**config.mk**
```make
export PLATFORM = sky130hd
export DESIGN_NAME = fdlad_emit_flat
export DESIGN_NICKNAME = d
export VERILOG_FILES = /design/src/rtl/core/field_discard_line_average_deinterlace_core_macros.svh /design/src/rtl/core/fdlad_pkg.sv /design/src/rtl/core/fdlad_if.sv /design/src/rtl/core/fdlad_emit.sv /design/src/flat_wrapper.sv
export SDC_FILE = /design/constraint.sdc
export NUM_CORES = 1
export LEC_CHECK = 0
export ABC_AREA = 1
export BUFFER_PORTS_ARGS = -buffer_cell sky130_fd_sc_hd__buf_2
export CELL_PAD_IN_SITES_DETAIL_PLACEMENT = 1
export CELL_PAD_IN_SITES_GLOBAL_PLACEMENT = 2
export CORE_ASPECT_RATIO = 0.7
export CORE_MARGIN = 2
export CORE_UTILIZATION = 30
export DETAILED_ROUTE_END_ITERATION = 7
export GPL_TIMING_DRIVEN = 0
export PLACE_DENSITY_LB_ADDON = 0.2
export SYNTH_ARGS = -nofsm -noshare
export SYNTH_HDL_FRONTEND = slang
export SYNTH_SLANG_ARGS = --single-unit
```
**constraint.sdc**
```tcl
create_clock -name clk -period 2.4 [get_ports clk]
set_input_delay 0.12 -clock clk [delete_from_list [all_inputs] [get_ports clk]]
set_output_delay 0.12 -clock clk [all_outputs]
set_load 0.05 [all_outputs]
```
**src/rtl/core/field_discard_line_average_deinterlace_core_macros.svh**
```systemverilog
// ---------------------------------------------------------------------------
// Assertion macros shared by the deinterlacer core.
// ---------------------------------------------------------------------------
`ifndef FIELD_DISCARD_LINE_AVERAGE_DEINTERLACE_CORE_MACROS_SVH
`define FIELD_DISCARD_LINE_AVERAGE_DEINTERLACE_CORE_MACROS_SVH

// The consequent must hold in the same cycle as the antecedent.
`define FDLAD_ASSERT_NOW(label, clk, rst, ante, cons, msg) \
  label: assert property (@(posedge clk) disable iff (rst) (ante) |-> (cons)) \
    else $error(msg);

// The consequent must hold in the cycle after the antecedent.
`define FDLAD_ASSERT_NEXT(label, clk, rst, ante, cons, msg) \
  label: assert property (@(posedge clk) disable iff (rst) (ante) |=> (cons)) \
    else $error(msg);

`endif

```
**src/rtl/core/fdlad_pkg.sv**
```systemverilog
// ---------------------------------------------------------------------------
// fdlad_pkg
// Types and fixed constants of the line-average deinterlacer core.
// ---------------------------------------------------------------------------
package fdlad_pkg;

  // Fixed field widths.
  localparam int PIX_W     = 8;
  localparam int POS_W     = 12;
  localparam int CFG_W     = 13;
  localparam int REG_IDX_W = 1;

  // Register indexes of the configuration port.
  localparam logic [REG_IDX_W-1:0] REG_LINE_WIDTH = 1'b0;
  localparam logic [REG_IDX_W-1:0] REG_LINE_COUNT = 1'b1;

  // Register limits and reset values.
  localparam int WIDTH_MIN        = 2;
  localparam int LINES_MIN        = 4;
  localparam int RESET_LINE_WIDTH = 720;
  localparam int RESET_LINE_COUNT = 480;

  // What one accepted sample produces.
  typedef struct packed {
    logic emit;      // at least one result
    logic has_up;    // a rebuilt line above is produced first
    logic up_copy;   // that line copies the sample instead of averaging
    logic has_down;  // the bottom edge line is copied after the sample
    logic wr;        // the sample goes into the line store
  } plan_t;

  // Which result of a run is being offered.
  typedef enum logic [1:0] {
    SLOT_UP,
    SLOT_SELF,
    SLOT_DOWN
  } slot_t;

endpackage

```
**src/rtl/core/fdlad_if.sv**
```systemverilog


interface fdlad_out_if;
  import fdlad_pkg::*;

  logic             valid;
  logic             ready;
  logic [POS_W-1:0] row;
  logic [POS_W-1:0] column;
  logic [PIX_W-1:0] value;
  logic             last_of_run;

  modport source (output valid, output row, output column, output value,
                  output last_of_run, input ready);
  modport sink (input valid, input row, input column, input value,
                input last_of_run, output ready);
endinterface

```
**src/rtl/core/fdlad_emit.sv**
```systemverilog
// ---------------------------------------------------------------------------
// fdlad_emit
// Result register: forms the average and offers the results of one sample,
// one per cycle while the receiver is ready.
// ---------------------------------------------------------------------------
module fdlad_emit #(
  parameter int MAX_WIDTH = 4096,
  parameter int MAX_LINES = 4096
) (
  input  logic                         clk,
  input  logic                         rst,
  input  logic                         s1_valid,
  input  fdlad_pkg::plan_t             s1_plan,
  input  logic [$clog2(MAX_LINES)-1:0] s1_row,
  input  logic [$clog2(MAX_WIDTH)-1:0] s1_col,
  input  logic [fdlad_pkg::PIX_W-1:0]  s1_pix,
  input  logic [fdlad_pkg::PIX_W-1:0]  rd_data,
  fdlad_out_if.source                  result,
  output logic                         free
);
  import fdlad_pkg::*;

  localparam int CW = $clog2(MAX_WIDTH);
  localparam int RW = $clog2(MAX_LINES);

  logic             s2_valid;
  slot_t            slot;
  slot_t            slot_next;
  logic [RW-1:0]    s2_row;
  logic [CW-1:0]    s2_col;
  logic [PIX_W-1:0] s2_pix;
  logic [PIX_W-1:0] s2_up;
  logic             s2_has_down;

  logic             fire;
  logic             is_last;
  logic             load;
  logic [PIX_W:0]   sum;

  assign fire    = result.valid && result.ready;
  assign is_last = (slot == SLOT_DOWN) || ((slot == SLOT_SELF) && !s2_has_down);
  assign free    = !s2_valid || (fire && is_last);
  assign load    = s1_valid && s1_plan.emit && free;

  // Rounded-up average of the stored line above and the sample below.
  assign sum = (PIX_W + 1)'(rd_data) + (PIX_W + 1)'(s1_pix) + (PIX_W + 1)'(1);

  // Next slot of the run.
  always_comb begin
    slot_next = slot;
    if (load) begin
      slot_next = s1_plan.has_up ? SLOT_UP : SLOT_SELF;
    end else if (fire) begin
      unique case (slot)
        SLOT_UP:   slot_next = SLOT_SELF;
        SLOT_SELF: slot_next = SLOT_DOWN;
        default:   slot_next = slot;
      endcase
    end
  end

  always_ff @(posedge clk) begin
    if (rst) begin
      s2_valid <= 1'b0;
      slot     <= SLOT_SELF;
    end else begin
      slot <= slot_next;
      if (load) begin
        s2_valid <= 1'b1;
      end else if (fire && is_last) begin
        s2_valid <= 1'b0;
      end
    end
  end

  always_ff @(posedge clk) begin
    if (load) begin
      s2_row      <= s1_row;
      s2_col      <= s1_col;
      s2_pix      <= s1_pix;
      s2_up       <= s1_plan.up_copy ? s1_pix : sum[PIX_W:1];
      s2_has_down <= s1_plan.has_down;
    end
  end

  // Result payload for the current slot.
  always_comb begin
    result.valid       = s2_valid;
    result.column      = POS_W'(s2_col);
    result.last_of_run = is_last;
    unique case (slot)
      SLOT_UP: begin
        result.row   = POS_W'(s2_row - RW'(1));
        result.value = s2_up;
      end
      SLOT_DOWN: begin
        result.row   = POS_W'(s2_row + RW'(1));
        result.value = s2_pix;
      end
      default: begin
        result.row   = POS_W'(s2_row);
        result.value = s2_pix;
      end
    endcase
  end

endmodule

```
**src/flat_wrapper.sv**
```systemverilog
// flat-port wrapper written by rule: the top's interface ports become plain ports
module fdlad_emit_flat import fdlad_pkg::*;
#(
  parameter int MAX_WIDTH = 4096,
  parameter int MAX_LINES = 4096
)
  (clk, rst, s1_valid, s1_plan, s1_row, s1_col, s1_pix, rd_data, free, result_valid, result_row, result_column, result_value, result_last_of_run, result_ready);
  fdlad_out_if result_i ();
  input  logic clk;
  input  logic rst;
  input  logic s1_valid;
  input  fdlad_pkg::plan_t s1_plan;
  input  logic [$clog2(MAX_LINES)-1:0] s1_row;
  input  logic [$clog2(MAX_WIDTH)-1:0] s1_col;
  input  logic [fdlad_pkg::PIX_W-1:0] s1_pix;
  input  logic [fdlad_pkg::PIX_W-1:0] rd_data;
  output logic free;
  output wire logic [$bits(result_i.valid)-1:0] result_valid;
  output wire logic [$bits(result_i.row)-1:0] result_row;
  output wire logic [$bits(result_i.column)-1:0] result_column;
  output wire logic [$bits(result_i.value)-1:0] result_value;
  output wire logic [$bits(result_i.last_of_run)-1:0] result_last_of_run;
  input wire logic [$bits(result_i.ready)-1:0] result_ready;
  assign result_valid = result_i.valid;
  assign result_row = result_i.row;
  assign result_column = result_i.column;
  assign result_value = result_i.value;
  assign result_last_of_run = result_i.last_of_run;
  assign result_i.ready = result_ready;
  fdlad_emit #(.MAX_WIDTH(MAX_WIDTH), .MAX_LINES(MAX_LINES)) u_core (.clk(clk), .rst(rst), .s1_valid(s1_valid), .s1_plan(s1_plan), .s1_row(s1_row), .s1_col(s1_col), .s1_pix(s1_pix), .rd_data(rd_data), .result(result_i), .free(free));
endmodule
```
==> metrics.txt <==
status=complete, no violations; Syn Inst Count=288; CTS Buffer Depth=2; gr usage total=15.3%; Worst Path Arrival=2.18 ns; start point of the critical path=u_core.slot[0]$_SDFFE_PP1P_; placed cell areas=0.00321 sq mm; Post-synth EDFFs=41; Yosys top cell by area=edfxtp_1; placed cells=489; Final Skew=0.00364 ns; CP Launch Type=flip-flop; Leak=1.67 nW; die area=0.00963 sq mm; Synth warnings=0; crit path kind=reg -> out; first-pass GRT wire length=11,000 um; Comb power frac=26.2%; area of the core=0.00851 sq mm; layout cells sized above 1=37.3%; Worst Path Required=2.28 ns; Net Count, Synth=357; largest net degree at the start of global routing=43; via count=2,324; final hold violations=0; Hold Slack=0.00861 ns; via/cell ratio=4.57; DR DRC count=0; Met2 Wirelength=3140 um; Clock Pin Slew Worst Setup and Hold Paths=0.06 ns; number of nets with antenna violations after routing=0; VDD IR max=0.000301 V; vias in the first global route=2,257; Clock power frac=38.5%; fin. max-slew vios=0; # rows=28; cells along the critical path=buf_6 > clkinv_8 > nand2_8 > ha_4 > a21oi_2 > nor2_1 > nor2_1 > nand3_1 > nand2_1 > nand3_1 > nand2_1 > clkbuf_4; Skew-Pair Late Insertion Delay=0.29 ns; global route overflow=0; Fmax=0.434 GHz; Die Height=82.7 um; count of cell types in the netlist=33; root buffer cell=clkbuf_16; post-synthesis sequential area ratio=48.6%; Highest Signal Layer=met4; CTS tree=yes; Die Wd=116 um; M1 WL=3820 um; Crit-path slowest cell=dfxtp_1; Starting Density=31.2%; Final Cell Area=0.00379 sq mm; Final Setup Violations=0; Non-Filler Instances=509; initial antenna violation count=0; Area Overhead vs Synth=42.6%; port bufs=81; Most used DFF post-synth=edfxtp_1; switch share=29.5%; Max stage delay on crit path=0.32 ns; Avg Inst Size Synth=9.22 sq um; most frequent cells after synthesis=nand2_1, edfxtp_1, inv_1; min-delay src=s1_col[1]; relative slew slack=36.3%; end of the critical path=result_row[9]; Int Pwr=1.82 mW; MaxCap Viol Count=0; CTS buffer count=5; Layout Nets=457; area of the mapped netlist=0.00266 sq mm; Worst R2R Start=u_core.slot[0]$_SDFFE_PP1P_; Seq cells post-synth=44; antenna fix cells=0; Worst R2R End=u_core.result.column[3]$_DFFE_PP_; largest cells by area after synthesis=edfxtp_1, nand2_1, ha_1; Switching Power=764 uW; WL final=7420 um; DRT iter0 DRCs=42; GPL Wtd Cong=0.746; boundary pin count=84; R2R setup slack=0.27 ns; top-count cell post-synth=nand2_1; Pwr Density=683 mW/mm^2; HP Class=in -> reg; hpwl dp=5370 um; Tcrit/Tclk final=95.9%; First-pass DRT Iterations=4; htree depth=2; filler instances=1,003; Setup TNS Final=0 ns; Worst Reg-to-Reg Cells=9; Async SR Flop Fraction=0%; critical path peak fanout=7; overall power=2.59 mW; area share of the largest cell type after synthesis=46.3%; part of the power in registers=35.2%; # clock sinks=44; Avg WL per Cell=14.6 um; Least-Margin Pin Slew=0.954 ns; Critical Path End Type=output port; Final min period=2.30 ns; met3 WL=417 um
-- power by group through the flow --
stage	combinational [mW]	sequential, mW	clock, mW
6_report	0.678	0.911	0.996
5_1_grt	0.742	0.916	1.05
4_1_cts	0.627	0.906	1.02
3_5_place_dp	0.604	0.921	0
3_3_place_gp	0.597	0.919	0
2_1_floorplan	0.405	0.952	0
-- worst min path at each step --
stage	to	slack, ns	depth (start not counted)
after global placement	u_core.result.column[8]$_DFFE_PP_	0.30	1
after global routing	u_core.result.column[1]$_DFFE_PP_	0.0001	1
after floorplan	u_core.result.valid$_SDFFE_PP0P_	0.19	1
final	u_core.result.column[1]$_DFFE_PP_	0.009	1
after CTS	u_core.s2_row[10]$_DFFE_PP_	0.001	1
after detailed placement	u_core.s2_row[4]$_DFFE_PP_	0.30	1
-- what timing repair did --
action | in CTS | in global routing
hold endpoints to repair | 4 | 0
pin swaps | 0 | 9
hold buffers | 4 | 0
cloned | 0 | 1
setup endpoints to repair | 9 | 9
gates resized for setup | 16 | 32
buffers inserted | 0 | 7
-- layer usage --
| layer | global-route usage [%] | vias to the layer above |
|---|---|---|
| met2 | 24.4 | 56 |
| met1 | 21.0 | 1075 |
| met5 | 0 | - |
| li1 | - | 1188 |
| met3 | 3.94 | 5 |
| met4 | 3.21 | 0 |
-- stage by stage --
stage	setup WS, ns	util [%]
after floorplan	0.0581	-
after global placement	-0.0152	37.7
after detailed placement	0.00630	37.7
after CTS	0.00427	41.3
after global routing	-0.0303	44.5
final	0.0985	44.5
-- cell families after synthesis --
kind of cell / share of synthesized area, %
DFF: 48.6
AOI/OAI and AO/OA: 7.87
muxes: 3.39
adders and majority gates: 9.99
and+or+nand+nor: 24.1
xor gates and xnor gates: 1.32
buffers and inverters: 4.71
-- registers in the layout, summed over array words and instances (netlist names) --
signal	cells
u_core.s2_has_down	1
u_core.s2_up	8
u_core.s2_pix	8
u_core.s2_row	12
u_core.result.valid	1
u_core.slot	2
u_core.result.column	12
-- final cells by class --
class | instances | area [sq um] | share of cell area [%]
repair buffers | 92 | 524 | 13.8
inverters | 27 | 114 | 3.01
clock inverters | 3 | 90.1 | 2.38
plain buffers | 4 | 23.8 | 0.627
clock buffers | 5 | 125 | 3.30
flip-flops and latches | 44 | 1290 | 34.2
multi-input cells | 214 | 1470 | 38.7
well taps | 120 | 150 | 3.96
-- layout by cell type (no fill, tap or decap), drive strengths merged --
master / n
a21oi: 20
dfxtp: 3
o21bai: 1
mux2: 8
nand4: 5
nand2: 91
ha: 18
nand3: 24
and2: 1
nand3b: 2
a21o: 1
clkbuf: 8
a31oi: 2
edfxtp: 41
inv: 26
clkinv: 1
o21a: 2
or2: 5
a211oi: 1
dlygate4sd3: 4
xor2: 2
fa: 2
xnor2: 2
buf: 89
o21ai: 10
bufinv: 3
nor2: 17
-- critical path, delay by kind of cell, from the launching register on --
kind | cells | cell delay (ns)
compound gates | 1 | 0.21
flops | 1 | 0.32
fa+ha+maj | 1 | 0.24
simple gates | 7 | 0.66
buf+inv | 3 | 0.44
Note: power is estimated with default switching activity, not from simulation.
