### config.mk
export PLATFORM = sky130hd
export DESIGN_NAME = fdlad_front_flat
export DESIGN_NICKNAME = d
export VERILOG_FILES = /design/src/rtl/core/field_discard_line_average_deinterlace_core_macros.svh /design/src/rtl/core/fdlad_pkg.sv /design/src/rtl/core/fdlad_if.sv /design/src/rtl/core/fdlad_front.sv /design/src/flat_wrapper.sv
export SDC_FILE = /design/constraint.sdc
export NUM_CORES = 1
export LEC_CHECK = 0
export BUFFER_PORTS_ARGS = -buffer_cell sky130_fd_sc_hd__buf_2
export CAP_MARGIN = 25
export CELL_PAD_IN_SITES_DETAIL_PLACEMENT = 0
export CELL_PAD_IN_SITES_GLOBAL_PLACEMENT = 1
export CORE_MARGIN = 3
export CORE_UTILIZATION = 23
export CTS_CLUSTER_DIAMETER = 150
export CTS_CLUSTER_SIZE = 28
export DETAILED_ROUTE_END_ITERATION = 10
export PLACE_DENSITY = 0.55
export SETUP_SLACK_MARGIN = 0.15
export SYNTH_ARGS = -nofsm -noshare
export SYNTH_HDL_FRONTEND = slang
export SYNTH_SLANG_ARGS = --single-unit
### constraint.sdc
create_clock -name clk -period 5.2 [get_ports clk]
set_input_delay 1.3 -clock clk [delete_from_list [all_inputs] [get_ports clk]]
set_output_delay 1.3 -clock clk [all_outputs]
set_load 0.05 [all_outputs]
### src/rtl/core/field_discard_line_average_deinterlace_core_macros.svh
// ---------------------------------------------------------------------------
// Assertion macros shared by the deinterlacer core.
// ---------------------------------------------------------------------------
`ifndef FIELD_DISCARD_LINE_AVERAGE_DEINTERLACE_CORE_MACROS_SVH
`define FIELD_DISCARD_LINE_AVERAGE_DEINTERLACE_CORE_MACROS_SVH

// The consequent must hold in the same cycle as the antecedent.
`define FDLAD_ASSERT_NOW(label, clk, rst, ante, cons, msg) \
  label: assert property (@(posedge clk) disable iff (rst) (ante) |-> (cons)) \
    else $error(msg);

// The consequent must hold in the cycle after the antecedent.
`define FDLAD_ASSERT_NEXT(label, clk, rst, ante, cons, msg) \
  label: assert property (@(posedge clk) disable iff (rst) (ante) |=> (cons)) \
    else $error(msg);

`endif

### src/rtl/core/fdlad_pkg.sv
// ---------------------------------------------------------------------------
// fdlad_pkg
// Types and fixed constants of the line-average deinterlacer core.
// ---------------------------------------------------------------------------
package fdlad_pkg;

  // Fixed field widths.
  localparam int PIX_W     = 8;
  localparam int POS_W     = 12;
  localparam int CFG_W     = 13;
  localparam int REG_IDX_W = 1;

  // Register indexes of the configuration port.
  localparam logic [REG_IDX_W-1:0] REG_LINE_WIDTH = 1'b0;
  localparam logic [REG_IDX_W-1:0] REG_LINE_COUNT = 1'b1;

  // Register limits and reset values.
  localparam int WIDTH_MIN        = 2;
  localparam int LINES_MIN        = 4;
  localparam int RESET_LINE_WIDTH = 720;
  localparam int RESET_LINE_COUNT = 480;

  // What one accepted sample produces.
  typedef struct packed {
    logic emit;      // at least one result
    logic has_up;    // a rebuilt line above is produced first
    logic up_copy;   // that line copies the sample instead of averaging
    logic has_down;  // the bottom edge line is copied after the sample
    logic wr;        // the sample goes into the line store
  } plan_t;

  // Which result of a run is being offered.
  typedef enum logic [1:0] {
    SLOT_UP,
    SLOT_SELF,
    SLOT_DOWN
  } slot_t;

endpackage

### src/rtl/core/fdlad_if.sv
// ---------------------------------------------------------------------------
// fdlad_in_if / fdlad_out_if
// Valid/ready channels for incoming samples and produced results.
// ---------------------------------------------------------------------------
interface fdlad_in_if;
  import fdlad_pkg::*;

  logic             valid;
  logic             ready;
  logic [PIX_W-1:0] pixel;
  logic             top_field_first;

  modport source (output valid, output pixel, output top_field_first, input ready);
  modport sink (input valid, input pixel, input top_field_first, output ready);
endinterface


### src/rtl/core/fdlad_front.sv
// ---------------------------------------------------------------------------
// fdlad_front
// Configuration registers, raster counters, per-sample decision and the
// stage that waits for the line store read.
// ---------------------------------------------------------------------------
module fdlad_front #(
  parameter int MAX_WIDTH = 4096,
  parameter int MAX_LINES = 4096
) (
  input  logic                                   clk,
  input  logic                                   rst,
  input  logic                                   write_en,
  input  logic [fdlad_pkg::REG_IDX_W-1:0]        reg_index,
  input  logic [fdlad_pkg::CFG_W-1:0]            write_data,
  fdlad_in_if.sink                               sample,
  input  logic                                   s1_take,
  output logic                                   s1_valid,
  output fdlad_pkg::plan_t                       s1_plan,
  output logic [$clog2(MAX_LINES)-1:0]           s1_row,
  output logic [$clog2(MAX_WIDTH)-1:0]           s1_col,
  output logic [fdlad_pkg::PIX_W-1:0]            s1_pix,
  output logic                                   rd_en,
  output logic [$clog2(MAX_WIDTH)-1:0]           rd_addr
);
  import fdlad_pkg::*;

  localparam int CW = $clog2(MAX_WIDTH);
  localparam int RW = $clog2(MAX_LINES);
  localparam int WW = $clog2(MAX_WIDTH + 1);
  localparam int LW = $clog2(MAX_LINES + 1);
  localparam int RST_WIDTH = (RESET_LINE_WIDTH > MAX_WIDTH) ? MAX_WIDTH : RESET_LINE_WIDTH;
  localparam int RST_LINES = (RESET_LINE_COUNT > MAX_LINES) ? MAX_LINES : RESET_LINE_COUNT;

  logic [WW-1:0] line_width;
  logic [LW-1:0] line_lines;
  logic [CW-1:0] col;
  logic [RW-1:0] row;
  logic          keep_top;

  logic          accept;
  logic          first;
  logic          keep_top_eff;
  logic [LW-1:0] even_lines;
  logic          pass;
  logic          keep;
  logic [LW:0]   row_plus2;
  logic [WW-1:0] col_inc;
  logic [LW-1:0] row_inc;
  plan_t         plan;

  assign accept       = sample.valid && sample.ready;
  assign sample.ready = !s1_valid || s1_take;

  // Registers are stored already clamped to their legal range.
  always_ff @(posedge clk) begin
    if (rst) begin
      line_width <= WW'(RST_WIDTH);
      line_lines <= LW'(RST_LINES);
    end else if (write_en) begin
      unique case (reg_index)
        REG_LINE_WIDTH: begin
          if (int'(write_data) < WIDTH_MIN) begin
            line_width <= WW'(WIDTH_MIN);
          end else if (int'(write_data) > MAX_WIDTH) begin
            line_width <= WW'(MAX_WIDTH);
          end else begin
            line_width <= WW'(write_data);
          end
        end
        REG_LINE_COUNT: begin
          if (int'(write_data) < LINES_MIN) begin
            line_lines <= LW'(LINES_MIN);
          end else if (int'(write_data) > MAX_LINES) begin
            line_lines <= LW'(MAX_LINES);
          end else begin
            line_lines <= LW'(write_data);
          end
        end
        default: begin
        end
      endcase
    end
  end

  // Decide what this sample produces.
  always_comb begin
    first        = (row == '0) && (col == '0);
    keep_top_eff = first ? sample.top_field_first : keep_top;
    even_lines   = {line_lines[LW-1:1], 1'b0};
    pass         = LW'(row) >= even_lines;
    keep         = keep_top_eff ? !row[0] : row[0];
    row_plus2    = (LW + 1)'(row) + (LW + 1)'(2);

    plan.emit     = pass || keep;
    plan.wr       = !pass && keep;
    plan.has_up   = !pass && keep && (!keep_top_eff || (row >= RW'(2)));
    plan.up_copy  = !keep_top_eff && (row == RW'(1));
    plan.has_down = !pass && keep && keep_top_eff && (row_plus2 == {1'b0, even_lines});
  end

  // Raster position and the latched field order.
  assign col_inc = WW'(col) + WW'(1);
  assign row_inc = LW'(row) + LW'(1);

  always_ff @(posedge clk) begin
    if (rst) begin
      col      <= '0;
      row      <= '0;
      keep_top <= 1'b1;
    end else if (accept) begin
      keep_top <= keep_top_eff;
      if (col_inc >= line_width) begin
        col <= '0;
        row <= (row_inc >= line_lines) ? '0 : RW'(row_inc);
      end else begin
        col <= CW'(col_inc);
      end
    end
  end

  // Stage holding a sample while its line store read completes.
  always_ff @(posedge clk) begin
    if (rst) begin
      s1_valid <= 1'b0;
    end else if (accept) begin
      s1_valid <= 1'b1;
    end else if (s1_take) begin
      s1_valid <= 1'b0;
    end
  end

  always_ff @(posedge clk) begin
    if (accept) begin
      s1_plan <= plan;
      s1_row  <= row;
      s1_col  <= col;
      s1_pix  <= sample.pixel;
    end
  end

  assign rd_en   = accept;
  assign rd_addr = col;

endmodule

### src/flat_wrapper.sv
// flat-port wrapper written by rule: the top's interface ports become plain ports
module fdlad_front_flat import fdlad_pkg::*;
#(
  parameter int MAX_WIDTH = 4096,
  parameter int MAX_LINES = 4096
)
  (clk, rst, write_en, reg_index, write_data, s1_take, s1_valid, s1_plan, s1_row, s1_col, s1_pix, rd_en, rd_addr, sample_valid, sample_pixel, sample_top_field_first, sample_ready);
  fdlad_in_if sample_i ();
  input  logic clk;
  input  logic rst;
  input  logic write_en;
  input  logic [fdlad_pkg::REG_IDX_W-1:0] reg_index;
  input  logic [fdlad_pkg::CFG_W-1:0] write_data;
  input  logic s1_take;
  output logic s1_valid;
  output fdlad_pkg::plan_t s1_plan;
  output logic [$clog2(MAX_LINES)-1:0] s1_row;
  output logic [$clog2(MAX_WIDTH)-1:0] s1_col;
  output logic [fdlad_pkg::PIX_W-1:0] s1_pix;
  output logic rd_en;
  output logic [$clog2(MAX_WIDTH)-1:0] rd_addr;
  input wire logic [$bits(sample_i.valid)-1:0] sample_valid;
  input wire logic [$bits(sample_i.pixel)-1:0] sample_pixel;
  input wire logic [$bits(sample_i.top_field_first)-1:0] sample_top_field_first;
  output wire logic [$bits(sample_i.ready)-1:0] sample_ready;
  assign sample_i.valid = sample_valid;
  assign sample_i.pixel = sample_pixel;
  assign sample_i.top_field_first = sample_top_field_first;
  assign sample_ready = sample_i.ready;
  fdlad_front #(.MAX_WIDTH(MAX_WIDTH), .MAX_LINES(MAX_LINES)) u_core (.clk(clk), .rst(rst), .write_en(write_en), .reg_index(reg_index), .write_data(write_data), .sample(sample_i), .s1_take(s1_take), .s1_valid(s1_valid), .s1_plan(s1_plan), .s1_row(s1_row), .s1_col(s1_col), .s1_pix(s1_pix), .rd_en(rd_en), .rd_addr(rd_addr));
endmodule
==> run_summary.xml, run 1 <==
<?xml version="1.0" encoding="UTF-8"?>
<metrics>
  <group name="clock_network">
    <metric name="clock_tree_from_tritoncts" unit="">done</metric>
    <metric name="cts_hold_buffers" unit="">0</metric>
    <metric name="cts-root-buf" unit="">sky130_fd_sc_hd__clkbuf_16</metric>
    <metric name="clk_pin_slew_worst_paths" unit="ps">70</metric>
    <metric name="cts-buffers-inserted" unit="">9</metric>
    <metric name="htree_levels" unit="">3</metric>
    <metric name="clk-insertion-delay-late" unit="ps">350</metric>
    <metric name="ctsLongestPathBuffers" unit="">2</metric>
    <metric name="ctsResizeCount" unit="">0</metric>
    <metric name="cts_num_sinks" unit="">89</metric>
    <metric name="postCtsSetupBuffers" unit="">0</metric>
  </group>
  <group name="drt">
    <metric name="drt.antenna.violating_nets" unit="">0</metric>
    <metric name="wl_per_cell" unit="um">16.4</metric>
    <metric name="finalWirelength" unit="mm">13.6</metric>
    <metric name="vias_per_cell" unit="">4.51</metric>
    <metric name="detail_route.iter0.violations" unit="">270</metric>
    <metric name="detailroute.via_count" unit="">3765</metric>
    <metric name="detail_route.drc_violations" unit="">0</metric>
    <metric name="drt-pass1-iter-count" unit="">4</metric>
  </group>
  <group name="pwr">
    <metric name="vdd_ir_drop_max" unit="V">0.000129</metric>
    <metric name="clock_power_share" unit="%">40.6</metric>
    <metric name="pwr-share-seq" unit="%">47.2</metric>
    <metric name="switching_share" unit="%">28.2</metric>
    <metric name="power_frac_comb" unit="%">12.2</metric>
    <metric name="power.leakage" unit="nW">2.47</metric>
    <metric name="p_per_area" unit="nW/um^2">284</metric>
    <metric name="intPower" unit="mW">1.18</metric>
    <metric name="total_switching_power" unit="uW">463</metric>
    <metric name="design_power_total" unit="mW">1.64</metric>
  </group>
  <group name="critical_path">
    <metric name="crit_required" unit="ps">5450</metric>
    <metric name="cp_data_arrival_time" unit="ps">4360</metric>
    <metric name="critical_path_class" unit="">reg2reg</metric>
    <metric name="timing.critical_path.from" unit="">u_core.rd_addr[0]</metric>
    <metric name="worstReg2RegStart" unit="">u_core.rd_addr[0]</metric>
    <metric name="highest_net_fanout_along_the_worst_path" unit="">18</metric>
    <metric name="reg2regPathDepth" unit="">10</metric>
    <metric name="critical_path.reg2reg.endpoint" unit="">u_core.row[2]</metric>
    <metric name="ff2ff_setup_slack" unit="ps">1090</metric>
    <metric name="capturing_element_type_of_the_critical_path" unit="">register</metric>
    <metric name="worst_setup_path_start_kind" unit="">register</metric>
  </group>
  <group name="timing">
    <metric name="maxClockFrequency" unit="GHz">0.243</metric>
    <metric name="fin_crit" unit="ps">4110</metric>
    <metric name="worstMarginPinSlew" unit="ps">944</metric>
    <metric name="final_max_slew_viol_count" unit="">0</metric>
    <metric name="timing_hold_violations_final" unit="">0</metric>
    <metric name="worst_clock_skew" unit="ps">8.83</metric>
    <metric name="post-route-period-util" unit="%">79.1</metric>
    <metric name="final.setup.tns" unit="ps">0</metric>
    <metric name="finalWorstSetupSlack" unit="ps">1090</metric>
    <metric name="rsz0062_at_grt" unit="">no</metric>
    <metric name="report.final.setup_viol" unit="">0</metric>
    <metric name="slew-limit-headroom" unit="%">36.9</metric>
  </group>
  <group name="floorplan">
    <metric name="rows" unit="">52</metric>
    <metric name="core_area" unit="um^2">20500</metric>
    <metric name="die-area" unit="um^2">22900</metric>
    <metric name="initial_core_util" unit="%">23.7</metric>
    <metric name="die_w" unit="um">151</metric>
    <metric name="floorplan.io_pins" unit="">80</metric>
    <metric name="die_height" unit="um">151</metric>
  </group>
  <group name="yosys">
    <metric name="synth_async_sr_flop_share" unit="%">0</metric>
    <metric name="synth.largest_area_cell" unit="">sky130_fd_sc_hd__edfxtp_1</metric>
    <metric name="synthesis.yosys.warnings" unit="">0</metric>
    <metric name="cells_after_synth" unit="">487</metric>
    <metric name="synthMostInstantiatedCell" unit="">sky130_fd_sc_hd__dfxtp_1</metric>
    <metric name="synth-seq-cells" unit="">89</metric>
    <metric name="post_synth_num_cell_types" unit="">59</metric>
    <metric name="post_synth_edffs" unit="">37</metric>
    <metric name="post_synth_instance_area" unit="um^2">4860</metric>
    <metric name="post_synth_main_area_contributors" unit="">sky130_fd_sc_hd__edfxtp_1, sky130_fd_sc_hd__dfxtp_1, sky130_fd_sc_hd__ha_1</metric>
    <metric name="netlist.area_leader.share" unit="%">22.8</metric>
    <metric name="synth-seq-area-share" unit="%">44.3</metric>
    <metric name="synth_ff_type" unit="">sky130_fd_sc_hd__dfxtp_1</metric>
    <metric name="synthesis.nets" unit="">559</metric>
    <metric name="syn-mean-instance-area" unit="um^2">9.99</metric>
    <metric name="post_synth_most_frequent_cells" unit="">sky130_fd_sc_hd__dfxtp_1, sky130_fd_sc_hd__ha_1, sky130_fd_sc_hd__nand2_1</metric>
  </group>
  <group name="finish">
    <metric name="seq_area" unit="um^2">2150</metric>
    <metric name="synthToLayoutAreaGrowth" unit="%">18.6</metric>
    <metric name="layout-drive-gt1-share" unit="%">19.3</metric>
    <metric name="num_antenna_cells" unit="">0</metric>
    <metric name="multi_input_area" unit="um^2">2430</metric>
    <metric name="filler_cell_count" unit="">2182</metric>
    <metric name="final_nets" unit="">631</metric>
  </group>
  <group name="grt">
    <metric name="grt_max_degree" unit="">33</metric>
    <metric name="grt_first_pass_wirelength" unit="mm">21.4</metric>
    <metric name="antenna_found_initial" unit="">0</metric>
    <metric name="grt-ovfl-total" unit="">0</metric>
    <metric name="grt.total_usage" unit="%">12.3</metric>
    <metric name="first_global_vias" unit="">3723</metric>
  </group>
  <group name="worst_hold_path">
    <metric name="timing.hold.worst.start" unit="">u_core.line_width[11]</metric>
    <metric name="hold_path_depth" unit="">1</metric>
    <metric name="min_path_type" unit="">reg2reg</metric>
    <metric name="min_delay_worst_endpoint" unit="">u_core.line_width[11]</metric>
  </group>
  <group name="placed_design">
    <metric name="place_ws" unit="ps">1020</metric>
    <metric name="post-dp-hpwl" unit="mm">10.5</metric>
    <metric name="place.gp.congestion" unit="">0.841</metric>
    <metric name="io_buffer_count" unit="">79</metric>
  </group>
  <group name="job">
    <metric name="drv_cap" unit="">0</metric>
  </group>
  <group name="run_status">
    <metric name="run_status" unit="">finished clean</metric>
  </group>
</metrics>
[routing by layer]
metal	vias up	wire length (um)	track usage [%]
met1	1747	6740	17.2
li1	1895	-	-
met4	0	398	5.94
met2	99	5740	18.3
met3	24	766	2.18
met5	-	0	0
[sequential cells by signal (all words and copies together), names as in the netlist]
name,flops
u_core.keep_top,1
u_core.line_lines,13
u_core.rd_addr,12
u_core.row,12
u_core.s1_row,12
u_core.s1_plan,5
u_core.s1_pix,8
u_core.s1_valid,1
u_core.s1_col,12
u_core.line_width,13
[through the flow]
| stage | area, um^2 | util [%] | hold WS, ps | cells |
|---|---|---|---|---|
| after global placement | 5470 | 26.7 | 472 | 818 |
| after detailed placement | 5470 | 26.7 | 480 | 818 |
| after global routing | 5770 | 28.2 | 511 | 834 |
| final | 5770 | 28.2 | 494 | 834 |
| after floorplan | 4860 | - | 436 | 487 |
| after CTS | 5770 | 28.2 | 497 | 834 |
[cell type report]
class / instances / share of cell area (%)
clock buffer: 11 / 4.47
multi-input combinational: 340 / 42.1
clock inverter: 5 / 0.737
sequential: 89 / 37.3
timing repair buffer: 80 / 6.98
tap: 270 / 5.86
inverter: 39 / 2.54
[power groups by stage]
stage / sequential (mW) / clock (mW) / combinational (mW)
2_1_floorplan: 0.848 / 0 / 0.0774
4_1_cts: 0.773 / 0.692 / 0.203
6_report: 0.773 / 0.666 / 0.200
5_1_grt: 0.776 / 0.717 / 0.218
3_3_place_gp: 0.789 / 0 / 0.201
3_5_place_dp: 0.789 / 0 / 0.202
[critical path: stages (launching register included)]
cell and delay (ps):
sky130_fd_sc_hd__dfxtp_1 500, sky130_fd_sc_hd__ha_1 270, sky130_fd_sc_hd__nand3_1 190, sky130_fd_sc_hd__nor4_1 580, sky130_fd_sc_hd__xor2_1 150, sky130_fd_sc_hd__ha_1 340
sky130_fd_sc_hd__nand4_1 160, sky130_fd_sc_hd__or4_1 590, sky130_fd_sc_hd__o211ai_2 770, sky130_fd_sc_hd__o21ai_0 220, sky130_fd_sc_hd__a22o_1 230
[logic make-up (layout without fill, tap and decap cells)]
| logic type | Yosys count | count (layout) | share of synthesized area, % |
|---|---|---|---|
| and+or+nand+nor | 153 | 153 | 16.0 |
| AOI/OAI and AO/OA | 99 | 99 | 14.7 |
| DFF | 89 | 89 | 44.3 |
| buffers and inverters | 58 | 135 | 5.79 |
| adders and majority gates | 44 | 44 | 11.3 |
| xor gates and xnor gates | 42 | 42 | 7.56 |
| muxes | 2 | 2 | 0.412 |
[cells in the final DEF, fill, tap and decap left out, drive strengths merged, types with 2 or more instances in the layout]
cell / netlist / layout
nor4: 8 / 8
nand2b: 3 / 3
a21oi: 24 / 24
a221o: 8 / 8
nand3: 18 / 18
ha: 44 / 44
o21a: 5 / 5
o211ai: 3 / 3
nor3: 8 / 8
edfxtp: 37 / 37
nor2b: 3 / 3
o221ai: 2 / 2
and2: 4 / 4
buf: 7 / 80
mux2i: 2 / 2
dfxtp: 52 / 52
or3: 2 / 2
nand4: 7 / 7
inv: 39 / 43
a31oi: 4 / 4
a22o: 22 / 22
xor2: 20 / 20
a211oi: 5 / 5
a2111oi: 2 / 2
o21ai: 14 / 14
and3: 7 / 7
nand2: 44 / 44
nor2: 42 / 42
clkbuf: 12 / 11
o31ai: 3 / 3
xnor2: 22 / 22
[worst max-delay path by stage]
stage,endpoint,slack [ps],cells after the start
after detailed placement,u_core.row[2],1020,10
final,u_core.row[2],1090,10
after CTS,u_core.row[2],1000,10
after floorplan,rd_en,980,4
after global placement,u_core.row[4],1070,10
after global routing,u_core.row[4],670,10
(Power assumes the default switching activity.)
==> run 2: changes to the inputs <==
==> constraint.sdc (replaced) <==
create_clock -name clk -period 4.29 [get_ports clk]
set_input_delay 1.0725 -clock clk [delete_from_list [all_inputs] [get_ports clk]]
set_output_delay 1.0725 -clock clk [all_outputs]
set_load 0.05 [all_outputs]
==> run 2 against run 1 <==
Sequential share of layout area is 0.38 points lower. Cell area grew 1.0%. Combinational power rose by 20%. Register-to-register slack got worse by 430 ps. Clock power grew 15%. Setup slack lost 430 ps. Core utilization is 0.29 points higher. Clock-buffer cell count unchanged. Flip-flop and latch count unchanged. Critical path type unchanged.
==> run_summary.xml, run 2 (synthesis gave the netlist of run 1 again) <==
<?xml version="1.0" encoding="UTF-8"?>
<metrics>
  <group name="timing">
    <metric name="worst_clock_skew" unit="ps">8.44</metric>
    <metric name="post-route-period-util" unit="%">84.6</metric>
    <metric name="fin_crit" unit="ps">3630</metric>
    <metric name="rsz0062_at_grt" unit="">no</metric>
    <metric name="slew-limit-headroom" unit="%">53.1</metric>
    <metric name="final_max_slew_viol_count" unit="">0</metric>
    <metric name="report.final.setup_viol" unit="">0</metric>
    <metric name="final.setup.tns" unit="ps">0</metric>
    <metric name="timing_hold_violations_final" unit="">0</metric>
    <metric name="worstMarginPinSlew" unit="ps">684</metric>
    <metric name="hold-worst-slack" unit="ps">486</metric>
    <metric name="maxClockFrequency" unit="GHz">0.275</metric>
  </group>
  <group name="grt">
    <metric name="grt_first_pass_wirelength" unit="mm">21.9</metric>
    <metric name="grt_max_degree" unit="">47</metric>
    <metric name="grt-ovfl-total" unit="">0</metric>
    <metric name="first_global_vias" unit="">3865</metric>
    <metric name="grt.total_usage" unit="%">12.5</metric>
    <metric name="antenna_found_initial" unit="">0</metric>
  </group>
  <group name="pwr">
    <metric name="clock_power_share" unit="%">39.3</metric>
    <metric name="design_power_total" unit="mW">1.94</metric>
    <metric name="switching_share" unit="%">27.8</metric>
    <metric name="vdd_ir_drop_max" unit="V">0.000146</metric>
    <metric name="total_switching_power" unit="uW">540</metric>
    <metric name="power_frac_comb" unit="%">12.4</metric>
    <metric name="power.leakage" unit="nW">2.52</metric>
    <metric name="pwr-share-seq" unit="%">48.2</metric>
    <metric name="p_per_area" unit="nW/um^2">333</metric>
    <metric name="intPower" unit="mW">1.40</metric>
  </group>
  <group name="drt">
    <metric name="detailroute.via_count" unit="">3848</metric>
    <metric name="finalWirelength" unit="mm">13.7</metric>
    <metric name="wl_per_cell" unit="um">16.3</metric>
    <metric name="drt-pass1-iter-count" unit="">4</metric>
    <metric name="detail_route.drc_violations" unit="">0</metric>
    <metric name="detail_route.iter0.violations" unit="">250</metric>
    <metric name="vias_per_cell" unit="">4.56</metric>
    <metric name="drt.antenna.violating_nets" unit="">0</metric>
  </group>
  <group name="critical_path">
    <metric name="worst_setup_path_start_kind" unit="">register</metric>
    <metric name="worstReg2RegStart" unit="">u_core.rd_addr[0]</metric>
    <metric name="crit_required" unit="ps">4530</metric>
    <metric name="ff2ff_setup_slack" unit="ps">660</metric>
    <metric name="critical_path_class" unit="">reg2reg</metric>
    <metric name="cp_data_arrival_time" unit="ps">3870</metric>
    <metric name="capturing_element_type_of_the_critical_path" unit="">register</metric>
    <metric name="timing.critical_path.from" unit="">u_core.rd_addr[0]</metric>
    <metric name="critical_path.reg2reg.endpoint" unit="">u_core.row[5]</metric>
    <metric name="highest_net_fanout_along_the_worst_path" unit="">8</metric>
    <metric name="reg2regPathDepth" unit="">10</metric>
    <metric name="crit_path_end" unit="">u_core.row[5]</metric>
  </group>
  <group name="floorplan">
    <metric name="die_height" unit="um">151</metric>
    <metric name="die_w" unit="um">151</metric>
    <metric name="core_area" unit="um^2">20500</metric>
    <metric name="die-area" unit="um^2">22900</metric>
    <metric name="initial_core_util" unit="%">23.7</metric>
    <metric name="floorplan.io_pins" unit="">80</metric>
    <metric name="rows" unit="">52</metric>
  </group>
  <group name="placed_design">
    <metric name="io_buffer_count" unit="">79</metric>
    <metric name="post-dp-hpwl" unit="mm">10.6</metric>
    <metric name="placed_cells" unit="">828</metric>
    <metric name="place.gp.congestion" unit="">0.902</metric>
  </group>
  <group name="clock_network">
    <metric name="cts-buffers-inserted" unit="">9</metric>
    <metric name="postCtsSetupBuffers" unit="">0</metric>
    <metric name="cts_num_sinks" unit="">89</metric>
    <metric name="clk_pin_slew_worst_paths" unit="ps">70</metric>
    <metric name="cts_hold_buffers" unit="">0</metric>
    <metric name="cts-root-buf" unit="">sky130_fd_sc_hd__clkbuf_16</metric>
    <metric name="clk-insertion-delay-late" unit="ps">350</metric>
    <metric name="clock_tree_from_tritoncts" unit="">done</metric>
    <metric name="ctsResizeCount" unit="">0</metric>
    <metric name="ctsLongestPathBuffers" unit="">2</metric>
    <metric name="htree_levels" unit="">3</metric>
  </group>
  <group name="worst_hold_path">
    <metric name="min_path_type" unit="">reg2reg</metric>
  </group>
  <group name="finish">
    <metric name="postLayoutCoreUtil" unit="%">28.4</metric>
    <metric name="num_antenna_cells" unit="">0</metric>
    <metric name="reg_top3" unit="">u_core.line_lines (13), u_core.line_width (13)</metric>
    <metric name="leading_cell_types_in_the_layout_fill_and_taps_excluded" unit="">sky130_fd_sc_hd__buf_2, sky130_fd_sc_hd__dfxtp_1, sky130_fd_sc_hd__nand2_1, sky130_fd_sc_hd__ha_1, sky130_fd_sc_hd__nor2_1</metric>
    <metric name="layout-drive-gt1-share" unit="%">20.7</metric>
    <metric name="final_nets" unit="">641</metric>
    <metric name="layout.cells.most_common" unit="">sky130_fd_sc_hd__buf_2</metric>
    <metric name="synthToLayoutAreaGrowth" unit="%">19.8</metric>
    <metric name="post_layout_nonfiller_instances" unit="">844</metric>
  </group>
  <group name="run_status">
    <metric name="run_status" unit="">finished clean</metric>
  </group>
  <group name="job">
    <metric name="drv_cap" unit="">0</metric>
  </group>
</metrics>
## run 2: cell count changes in the layout (fill, tap and decap cells not counted)
cell	before	now
sky130_fd_sc_hd__buf_4	1	11
sky130_fd_sc_hd__inv_6	2	1
sky130_fd_sc_hd__clkinv_4	0	2
sky130_fd_sc_hd__clkinvlp_4	1	0
sky130_fd_sc_hd__clkinv_2	0	1
sky130_fd_sc_hd__inv_8	1	0
sky130_fd_sc_hd__clkbuf_8	0	1
sky130_fd_sc_hd__clkbuf_16	10	9
## run 2: power by group through the flow
| stage | sequential (mW) | combinational, mW | clock (mW) |
|---|---|---|---|
| after floorplan | 1.03 | 0.0938 | 0 |
| after global placement | 0.956 | 0.243 | 0 |
| after detailed placement | 0.956 | 0.245 | 0 |
| after CTS | 0.937 | 0.245 | 0.796 |
| after global routing | 0.941 | 0.264 | 0.823 |
| final | 0.936 | 0.241 | 0.764 |
## run 2: final cells by class
cell class	count	area, um^2
fillers	2192	14700
multi-input cells	340	2430
flip-flops and latches	89	2150
repair buffers	90	478
well taps	270	338
clock buffers	11	246
inverters	39	146
clock inverters	5	37.5
## run 2: critical path, cell delays in order, from the launching register on
cell	delay [ps]
sky130_fd_sc_hd__dfxtp_1	490
sky130_fd_sc_hd__ha_1	280
sky130_fd_sc_hd__nand3_1	210
sky130_fd_sc_hd__nor4_1	560
sky130_fd_sc_hd__xor2_1	150
sky130_fd_sc_hd__ha_1	340
sky130_fd_sc_hd__nand4_1	110
sky130_fd_sc_hd__or4_1	590
sky130_fd_sc_hd__o21ai_0	350
sky130_fd_sc_hd__nor2_1	200
sky130_fd_sc_hd__a22o_2	250
## run 2: per-layer routing
| layer | part of all wire, % | wire (um) | global-route usage [%] | vias to the layer above |
|---|---|---|---|---|
| met5 | 0 | 0 | 0 | - |
| met4 | 1.8 | 250 | 5.21 | 0 |
| met3 | 5.0 | 682 | 2.06 | 10 |
| met2 | 44 | 6080 | 18.9 | 90 |
| met1 | 49 | 6740 | 17.6 | 1825 |
| li1 | - | - | - | 1923 |
## run 2: worst min-delay path by stage
stage | endpoint | depth (start not counted) | slack [ps] | startpoint
floorplan | u_core.s1_row[3] | 0 | 440 | u_core.row[3]
global placement | u_core.line_width[12] | 2 | 470 | u_core.line_width[12]
detailed placement | u_core.line_width[11] | 1 | 470 | u_core.line_width[11]
CTS | u_core.line_width[11] | 1 | 490 | u_core.line_width[11]
global route | u_core.line_width[10] | 1 | 500 | u_core.line_width[10]
finish | u_core.line_width[11] | 1 | 490 | u_core.line_width[11]
## run 2: metrics by stage
step                      cell area [um^2]  worst slack, ps
final                                 5830              659
after global routing                  5830              375
after CTS                             5830              658
after detailed placement              5540              686
after global placement                5540              720
after floorplan                       4860              520
==> run 3: changes to the inputs <==
==> constraint.sdc (replaced) <==
create_clock -name clk -period 3.4 [get_ports clk]
set_input_delay 0.85 -clock clk [delete_from_list [all_inputs] [get_ports clk]]
set_output_delay 0.85 -clock clk [all_outputs]
set_load 0.05 [all_outputs]
==> run 3 against run 2 <==
Sequential power is 26% higher. Flip-flop and latch count unchanged. Final cell count grew 1.3%. Register-to-register slack worse by 390 ps. Largest cell class unchanged. Core utilization is 0.92 points higher. Critical path depth is 1 higher. Total power up 29%.
==> run_summary.xml, run 3 (synthesis gave the netlist of run 1 again) <==
<?xml version="1.0" encoding="UTF-8"?>
<metrics>
  <group name="floorplan">
    <metric name="die-area" unit="um^2">22900</metric>
    <metric name="die_height" unit="um">151</metric>
    <metric name="floorplan.io_pins" unit="">80</metric>
    <metric name="core_area" unit="um^2">20500</metric>
    <metric name="initial_core_util" unit="%">23.7</metric>
    <metric name="rows" unit="">52</metric>
    <metric name="die_w" unit="um">151</metric>
  </group>
  <group name="clock_network">
    <metric name="cts_hold_buffers" unit="">0</metric>
    <metric name="htree_levels" unit="">3</metric>
    <metric name="cts_num_sinks" unit="">89</metric>
    <metric name="cts-buffers-inserted" unit="">9</metric>
    <metric name="clock_tree_from_tritoncts" unit="">done</metric>
    <metric name="ctsLongestPathBuffers" unit="">2</metric>
    <metric name="cts-root-buf" unit="">sky130_fd_sc_hd__clkbuf_16</metric>
    <metric name="clk-insertion-delay-late" unit="ps">350</metric>
    <metric name="clk_pin_slew_worst_paths" unit="ps">70</metric>
  </group>
  <group name="timing">
    <metric name="worst_clock_skew" unit="ps">6.19</metric>
    <metric name="final_max_slew_viol_count" unit="">0</metric>
    <metric name="rsz0062_at_grt" unit="">no</metric>
    <metric name="final.setup.tns" unit="ps">0</metric>
    <metric name="timing_hold_violations_final" unit="">0</metric>
    <metric name="maxClockFrequency" unit="GHz">0.320</metric>
    <metric name="fin_crit" unit="ps">3130</metric>
    <metric name="slew-limit-headroom" unit="%">35.0</metric>
    <metric name="worstMarginPinSlew" unit="ps">951</metric>
    <metric name="report.final.setup_viol" unit="">0</metric>
    <metric name="post-route-period-util" unit="%">91.9</metric>
  </group>
  <group name="finish">
    <metric name="leading_cell_types_in_the_layout_fill_and_taps_excluded" unit="">sky130_fd_sc_hd__buf_2, sky130_fd_sc_hd__nand2_1, sky130_fd_sc_hd__ha_1, sky130_fd_sc_hd__dfxtp_1, sky130_fd_sc_hd__nor2_1</metric>
    <metric name="final_nets" unit="">652</metric>
    <metric name="layout.cells.most_common" unit="">sky130_fd_sc_hd__buf_2</metric>
    <metric name="reg_top3" unit="">u_core.line_lines (13), u_core.line_width (13)</metric>
    <metric name="layout-drive-gt1-share" unit="%">25.8</metric>
    <metric name="num_antenna_cells" unit="">0</metric>
    <metric name="synthToLayoutAreaGrowth" unit="%">23.7</metric>
    <metric name="seq_area" unit="um^2">2170</metric>
    <metric name="multi_input_area" unit="um^2">2480</metric>
    <metric name="filler_cell_count" unit="">2185</metric>
  </group>
  <group name="grt">
    <metric name="grt.total_usage" unit="%">12.4</metric>
    <metric name="first_global_vias" unit="">3752</metric>
    <metric name="grt_first_pass_wirelength" unit="mm">21.7</metric>
    <metric name="grt_max_degree" unit="">26</metric>
    <metric name="grt-ovfl-total" unit="">0</metric>
    <metric name="antenna_found_initial" unit="">0</metric>
  </group>
  <group name="pwr">
    <metric name="power.leakage" unit="nW">2.61</metric>
    <metric name="design_power_total" unit="mW">2.51</metric>
    <metric name="vdd_ir_drop_max" unit="V">0.000155</metric>
    <metric name="p_per_area" unit="nW/um^2">418</metric>
  </group>
  <group name="drt">
    <metric name="detail_route.drc_violations" unit="">0</metric>
    <metric name="detailroute.via_count" unit="">3835</metric>
    <metric name="wl_per_cell" unit="um">16.0</metric>
    <metric name="drt.antenna.violating_nets" unit="">0</metric>
    <metric name="drt-pass1-iter-count" unit="">4</metric>
    <metric name="detail_route.iter0.violations" unit="">274</metric>
    <metric name="finalWirelength" unit="mm">13.7</metric>
    <metric name="vias_per_cell" unit="">4.49</metric>
  </group>
  <group name="worst_hold_path">
    <metric name="hold_path_depth" unit="">1</metric>
    <metric name="min_path_type" unit="">reg2reg</metric>
  </group>
  <group name="critical_path">
    <metric name="worst_setup_path_start_kind" unit="">register</metric>
    <metric name="crit_top_cell" unit="">sky130_fd_sc_hd__buf_4</metric>
    <metric name="critical_path.max_stage_delay" unit="ps">830</metric>
    <metric name="highest_net_fanout_along_the_worst_path" unit="">7</metric>
    <metric name="critical_path_s_top_delay_family" unit="">compound AO/OA/AOI/OAI gates</metric>
    <metric name="slowest_stage" unit="">sky130_fd_sc_hd__a2111oi_0</metric>
    <metric name="critical_path_class" unit="">reg2reg</metric>
    <metric name="reg2regPathDepth" unit="">11</metric>
    <metric name="path_cells" unit="">ha_1, nand3_1, buf_4, xnor2_1, ha_1, a2111oi_0, o221ai_2, buf_4, buf_4, o31ai_1, a22o_1</metric>
    <metric name="cp_data_arrival_time" unit="ps">3420</metric>
    <metric name="path_buf_inv" unit="">3</metric>
    <metric name="crit_required" unit="ps">3700</metric>
    <metric name="worstSetupPathDepth" unit="">11</metric>
    <metric name="capturing_element_type_of_the_critical_path" unit="">register</metric>
  </group>
  <group name="placed_design">
    <metric name="post-dp-hpwl" unit="mm">10.7</metric>
    <metric name="io_buffer_count" unit="">79</metric>
    <metric name="place.gp.congestion" unit="">0.864</metric>
  </group>
  <group name="job">
    <metric name="drv_cap" unit="">0</metric>
  </group>
  <group name="run_status">
    <metric name="run_status" unit="">finished clean</metric>
  </group>
</metrics>
==> run 3: per-stage QoR <==
stage / hold slack [ps] / cell area (um^2) / cells / worst slack [ps] / utilization [%]
2_1_floorplan: 436 / 4880 / 487 / 193 / -
3_3_place_gp: 471 / 5610 / 836 / 108 / 27.4
3_5_place_dp: 472 / 5610 / 836 / 1.44 / 27.4
4_1_cts: 487 / 5950 / 853 / 167 / 29.0
5_1_grt: 522 / 6020 / 855 / 132 / 29.4
6_report: 488 / 6020 / 855 / 274 / 29.4
==> run 3: timing repair <==
| action | in CTS | in global routing |
|---|---|---|
| pin swaps | 1 | 2 |
| buffers inserted | 1 | 2 |
| endpoints found under the setup margin | 12 | 24 |
| gates resized for setup | 2 | 16 |
==> run 3: layout make-up <==
class                           instances  share of cell area (%)
Tap cell                              270                    5.61
Clock buffer                           12                    4.62
Timing Repair Buffer                  101                    9.52
Clock inverter                          4                   0.520
Multi-Input combinational cell        340                    41.3
Inverter                               39                    2.43
Sequential cell                        89                    36.0
==> run 3: power by group <==
| part | internal, mW | switching (mW) | leakage [nW] | total, mW |
|---|---|---|---|---|
| logic | 0.0889 | 0.223 | 1.66 | 0.311 |
| clock network | 0.584 | 0.437 | 0.154 | 1.02 |
| registers | 1.16 | 0.0245 | 0.795 | 1.18 |
| total | 1.83 | 0.685 | 2.61 | 2.51 |
==> run 3: worst register-to-register path, delay by kind of cell, from the launching register on <==
kind                       cells  cell delay, ps
buffers and inverters          3             530
and+or+nand+nor                1             130
DFF                            1             410
xor gates and xnor gates       1             120
adders and majority gates      2             560
AOI/OAI and AO/OA              4            1330
==> run 3: worst paths after layout <==
kind,startpoint,end,slack (ps)
worst min register to register,u_core.line_width[3],u_core.line_width[3],490
worst max-delay path,u_core.row[0],u_core.row[7],270
worst min-delay path,u_core.line_width[3],u_core.line_width[3],490
worst max register to register,u_core.row[0],u_core.row[7],270
==> run 3: per-layer routing <==
layer / vias to the layer above / track usage, % / wire length (um) / part of all wire (%)
met4: 0 / 5.12 / 316 / 2.3
met1: 1780 / 17.8 / 6800 / 50
li1: 1945 / - / - / -
met5: - / 0 / 0 / 0
met2: 91 / 18.6 / 5950 / 44
met3: 19 / 1.80 / 597 / 4.4
